==> config.mk <==
export PLATFORM = sky130hd
export DESIGN_NAME = mgc3_out_fifo
export DESIGN_NICKNAME = d
export VERILOG_FILES = /design/src/hw/rtl/mgc3_pkg.sv /design/src/hw/rtl/mgc3_out_fifo.sv
export SDC_FILE = /design/constraint.sdc
export NUM_CORES = 1
export LEC_CHECK = 0
export ABC_AREA = 1
export BUFFER_PORTS_ARGS = -buffer_cell sky130_fd_sc_hd__buf_2
export CAP_MARGIN = 20
export CORE_UTILIZATION = 30
export CTS_CLUSTER_SIZE = 24
export DETAILED_ROUTE_END_ITERATION = 8
export GPL_TIMING_DRIVEN = 0
export MAX_ROUTING_LAYER = met4
export SLEW_MARGIN = 20
export SYNTH_ARGS = -nofsm -noshare
export SYNTH_HDL_FRONTEND = slang
export SYNTH_SLANG_ARGS = --single-unit
==> constraint.sdc <==
create_clock -name clk -period 7.4 [get_ports clk]
set_input_delay 0.37 -clock clk [delete_from_list [all_inputs] [get_ports clk]]
set_output_delay 0.37 -clock clk [all_outputs]
set_load 0.01 [all_outputs]
==> src/hw/rtl/mgc3_pkg.sv <==
// Shared types and constants of the mask grid coarsening block.
// No dependencies; imported by the output queue, the top level and the checker.
`default_nettype none

package mgc3_pkg;

	// Register file geometry
	localparam int CFG_IDX_W    = 3;
	localparam int FINE_REG_W   = 10;
	localparam int COARSE_REG_W = 9;
	localparam int CELL_W       = 8;

	localparam logic [FINE_REG_W-1:0]   FINE_RST   = 10'd512;
	localparam logic [COARSE_REG_W-1:0] COARSE_RST = 9'd257;

	// Configuration register indexes
	typedef enum logic [CFG_IDX_W-1:0] {
		CFG_FINE_X   = 3'd0,
		CFG_FINE_Y   = 3'd1,
		CFG_FINE_Z   = 3'd2,
		CFG_COARSE_X = 3'd3,
		CFG_COARSE_Y = 3'd4,
		CFG_COARSE_Z = 3'd5
	} cfg_idx_t;

	// Output queue geometry
	localparam int OUT_Q_DEPTH = 3;
	localparam int OUT_PTR_W   = $clog2(OUT_Q_DEPTH);
	localparam int OUT_CNT_W   = $clog2(OUT_Q_DEPTH + 1);

	// One emitted coarse cell
	typedef struct packed {
		logic [CELL_W-1:0] x;
		logic [CELL_W-1:0] y;
		logic [CELL_W-1:0] z;
		logic              value;
	} cell_t;

endpackage

`default_nettype wire

==> src/hw/rtl/mgc3_out_fifo.sv <==
// Three-entry result queue that decouples the plane pipeline from the consumer.
// Depends on mgc3_pkg for the cell type and queue geometry.
`default_nettype none

module mgc3_out_fifo (
	input  wire logic                          clk,
	input  wire logic                          arst_n,
	input  wire logic                          push,
	input  wire mgc3_pkg::cell_t               push_cell,
	output logic                               out_valid,
	input  wire logic                          out_ready,
	output mgc3_pkg::cell_t                    out_cell,
	output logic [mgc3_pkg::OUT_CNT_W-1:0]     count
);
	import mgc3_pkg::*;

	cell_t                slot_q [OUT_Q_DEPTH];
	logic [OUT_PTR_W-1:0] wr_ptr_q;
	logic [OUT_PTR_W-1:0] rd_ptr_q;
	logic [OUT_CNT_W-1:0] count_q;
	logic                 pop;

	assign out_valid = (count_q != '0);
	assign pop       = out_valid & out_ready;
	assign out_cell  = slot_q[rd_ptr_q];
	assign count     = count_q;

	function automatic logic [OUT_PTR_W-1:0] ptr_next(input logic [OUT_PTR_W-1:0] p);
		return (p == OUT_PTR_W'(OUT_Q_DEPTH - 1)) ? '0 : p + OUT_PTR_W'(1);
	endfunction

	// Store a beat at the write pointer
	always_ff @(posedge clk) begin
		if (push) begin
			slot_q[wr_ptr_q] <= push_cell;
		end
	end

	// Advance pointers and occupancy
	always_ff @(posedge clk or negedge arst_n) begin
		if (!arst_n) begin
			wr_ptr_q <= '0;
			rd_ptr_q <= '0;
			count_q  <= '0;
		end else begin
			if (push) begin
				wr_ptr_q <= ptr_next(wr_ptr_q);
			end
			if (pop) begin
				rd_ptr_q <= ptr_next(rd_ptr_q);
			end
			case ({push, pop})
				2'b10:   count_q <= count_q + OUT_CNT_W'(1);
				2'b01:   count_q <= count_q - OUT_CNT_W'(1);
				default: count_q <= count_q;
			endcase
		end
	end

endmodule

`default_nettype wire

Word-level counts from Yosys, hierarchy flattened
Memories as Yosys holds them, arrays and structs flattened.
Cells that the tools add are included.
Word-level totals
  bits in registers: 6
  memory bits (writable): 75
  bits of input ports: 29
  output and inout port bits: 28
  memories kept: 1
Operators by class
  add/sub/neg operators: 4
  equality and inequality tests: 4
  multiplexer cells: 5
  bitwise operators: 1
  reductions and logical operators: 2
Memory list
  slot_q: depth 3, bits a word 25, rd ports 1, clocked after memory_dff 0, write ports 1, line mgc3_out_fifo.sv:17  | cell_t slot_q [OUT_Q_DEPTH];
Operator list (number)
  adder 2 x 1 -> 2 bit (second input constant): 3
  == test 2 bit (second input constant): 3
  2-to-1 mux 2 bit: 2
  case mux 2 bit (2 select lines): 1
  nonzero test 2 bit: 2
  == test 2 x 1 -> 1 bit (second input constant): 1
  2-to-1 mux 1 bit: 2
  subtractor 2 x 1 -> 2 bit (second input constant): 1
  bitwise AND 1 bit: 1

Logic depth before layout (Yosys ltp)
  depth after elaboration: 4
  depth in mapped cells: 10

Worst setup path after synthesis
Ideal clock, no wire load.
  path kind: reg2reg
  from: reg wr_ptr_q[0]
  to: mem slot_q[2][0] in the netlist's numbering (enable)
  arrival: 2.160 ns
  required time: 6.962 ns
  setup slack: 4.802 ns
  stages on the path, launching flop included: 2
  cells stage by stage: dfrtp_1 -> nor3_1
RTL lines
  start, declared: line mgc3_out_fifo.sv:18  | logic [OUT_PTR_W-1:0] wr_ptr_q;
  start signal, assigned: line mgc3_out_fifo.sv:47  | wr_ptr_q <= ptr_next(wr_ptr_q);
  end, declared: line mgc3_out_fifo.sv:17
No word-level cell before the write port.

==> results_dict.tcl <==
set metrics [dict create \
    netlist_instances 222 \
    crit_chain "buf_6 > clkbuf_1 > nand2_1 > nand3_1 > buf_2" \
    grt_max_degree 26 \
    die_area_mm2 0.0105 \
    antenna_left 0 \
    critPathSlowestCell "clkbuf_1" \
    portBuffers 56 \
    nets 325 \
    core_area_mm2 0.00977 \
    avgSynthCellArea_um2 13.6 \
    status "finished, final reports clean" \
    cp-start-kind "register" \
    die_w_um 102 \
    layout.cells.non_filler 433 \
    ios 57 \
    cts_made_buffers 9 \
    netlist.top_cell.by_area "edfxtp_1" \
    clk_latency_ns 0.35 \
    startpoint "rd_ptr_q[1]" \
    timing.final.crit_share_pct 27.6 \
    whs_ns 0.221 \
    initialDrtViolationCount 103 \
    synth_cell_types 16 \
    ys_seq_elements 81 \
    required_ns 7.03 \
    critPathMaxFanout 10 \
    final_common_cell "nand2_1" \
    dp_hpwl_um 3850 \
    fillers 953 \
    wl_per_cell_um 13.3 \
    first_global_vias 1794 \
    synth_top_cell_area_share_pct 74.4 \
    rows 36 \
    antenna_found_initial 0 \
    power_leakage_nw 1.50 \
    placed_area_mm2 0.00353 \
    slew_violations 0 \
    power_density_mw_per_mm2 386 \
    mostFrequentLayoutCells "87 x nand2_1, 75 x edfxtp_1, 57 x buf_2, 28 x nand3_1, 11 x clkbuf_8" \
    grt_pass1_wl_um 8830 \
    hp-start "push_cell[15]" \
    min_path_type "in -> reg" \
    clockBufferDepth 2 \
    grt_setup_unrepaired "no" \
    overflow 0 \
    clk_pin_slew_ns 0.08 \
    syn_to_final_growth_pct 24.5 \
    crit_arrival_ns 1.67 \
    setup_viol 0 \
    worst_pin_slew_ns 0.533 \
    hold_viol_final 0 \
    cts_tree "built" \
    cp-end-kind "output port" \
    vias_per_cell 4.26 \
    period_minus_slack_ns 2.04 \
    synth_area_leaders "edfxtp_1 74%, nand2_1 11%, dfrtp_1 5.0%" \
    fin_area_mm2 0.00377 \
    clkSinkCount 81 \
    drive_above_1_share_pct 28.3 \
    maxCapViolations 0 \
    htree_levels 3 \
    yosysSeqAreaShare_pct 79.4 \
    root_buffer "clkbuf_8" \
    max_clock_freq_ghz 0.489 \
    vdd_ir_drop_max_mv 0.124 \
    synth_area_mm2 0.00303 \
    drc 0 \
    critPathMaxStageDelay_ns 0.44 \
    clock_skew_ns 0.00917 \
    firstDrtPassIters 4 \
    synth_warnings 0 \
    crit_type "reg -> out" \
    place_ws_ns 5.50 \
    post_cts_buffers 0 \
    relSlewSlack_pct 64.5 \
    antennaDiodeCount 0 \
    gp_congestion 0.672 \
    start_util_pct 31.0 \
    r2r-start "wr_ptr_q[0]" \
    grt.total_usage_pct 12.4 \
    dp.cells 415 \
    die_h_um 102 \
    finalSetupTns_ns 0 \
    synth_nets 252 \
    via_count 1845 \
    routed_wl_um 5760 \
    fin_ws_ns 5.36 \
]
-- sequential cells by signal, summed over array words and instances, names as in the netlist --
name      count
wr_ptr_q      2
rd_ptr_q      2
slot_q       75
count         2
-- final cells by class --
type	instances	area (µm²)	area share [%]
sequential	81	2400	63.8
multi-input combinational	123	537	14.2
timing repair buffer	62	372	9.86
tap	133	166	4.42
clock buffer	13	159	4.22
buffer	7	50.0	1.33
inverter	11	41.3	1.10
clock inverter	3	40.0	1.06
-- cells by family (layout without fill, tap and decap cells) --
| logic type | count (synthesis) | count (layout) | synth area share [%] |
|---|---|---|---|
| AOI/OAI and AO/OA | 2 | 2 | 0.331 |
| xor gates and xnor gates | 1 | 1 | 0.290 |
| adders and majority gates | 1 | 1 | 0.413 |
| buffers and inverters | 18 | 96 | 3.02 |
| DFF | 81 | 81 | 79.4 |
| and+or+nand+nor | 119 | 119 | 16.5 |
-- synth_stat cells, drive strengths merged --
cell    number
edfxtp      75
nand4        1
inv         11
xnor2        1
ha           1
clkbuf       1
nor3         1
nand2       87
nand3       28
buf          6
o21ai        2
dfrtp        6
nor2         2
-- worst max-delay path, delay by kind of cell, from the launching register on --
kind / cells / cell delay (ns)
AND/OR/NAND/NOR: 2 / 0.25
buffers and inverters: 3 / 0.74
flip-flops: 1 / 0.34
-- worst paths after layout --
check                      slack (ns)  cells past startpoint             to
min                              0.22                      1  slot_q[2][15]
min reg2reg                      0.51                      2       count[1]
max                              5.36                      5   out_cell[14]
min in group asynchronous        0.37                      2       count[0]
max reg2reg                      5.89                      3   slot_q[1][5]
max in group asynchronous        6.88                      2    rd_ptr_q[0]
-- what timing repair did --
item,CTS,global route
resized for setup,0,0
hold endpoints to repair,6,0
hold buffers,1,0
-- stage by stage --
stage	power (mW)	util [%]
final	1.45	38.5
after detailed placement	1.15	36.1
after CTS	1.48	38.3
after global placement	1.13	35.5
after floorplan	0.929	-
after global routing	1.56	38.5
-- report_power, final --
group	internal (mW)	switching (mW)
Combinational	0.195	0.324
Clock	0.174	0.146
Sequential	0.591	0.0250
Total	0.959	0.495
-- metal layers --
metal / vias up / wire (µm) / track usage, %
met2: 49 / 2930 / 20.5
li1: 913 / - / -
met4: 0 / 92 / 4.95
met5: - / 0 / -
met1: 874 / 2430 / 13.9
met3: 9 / 312 / 3.83
Power figures use the tool's default switching activity.
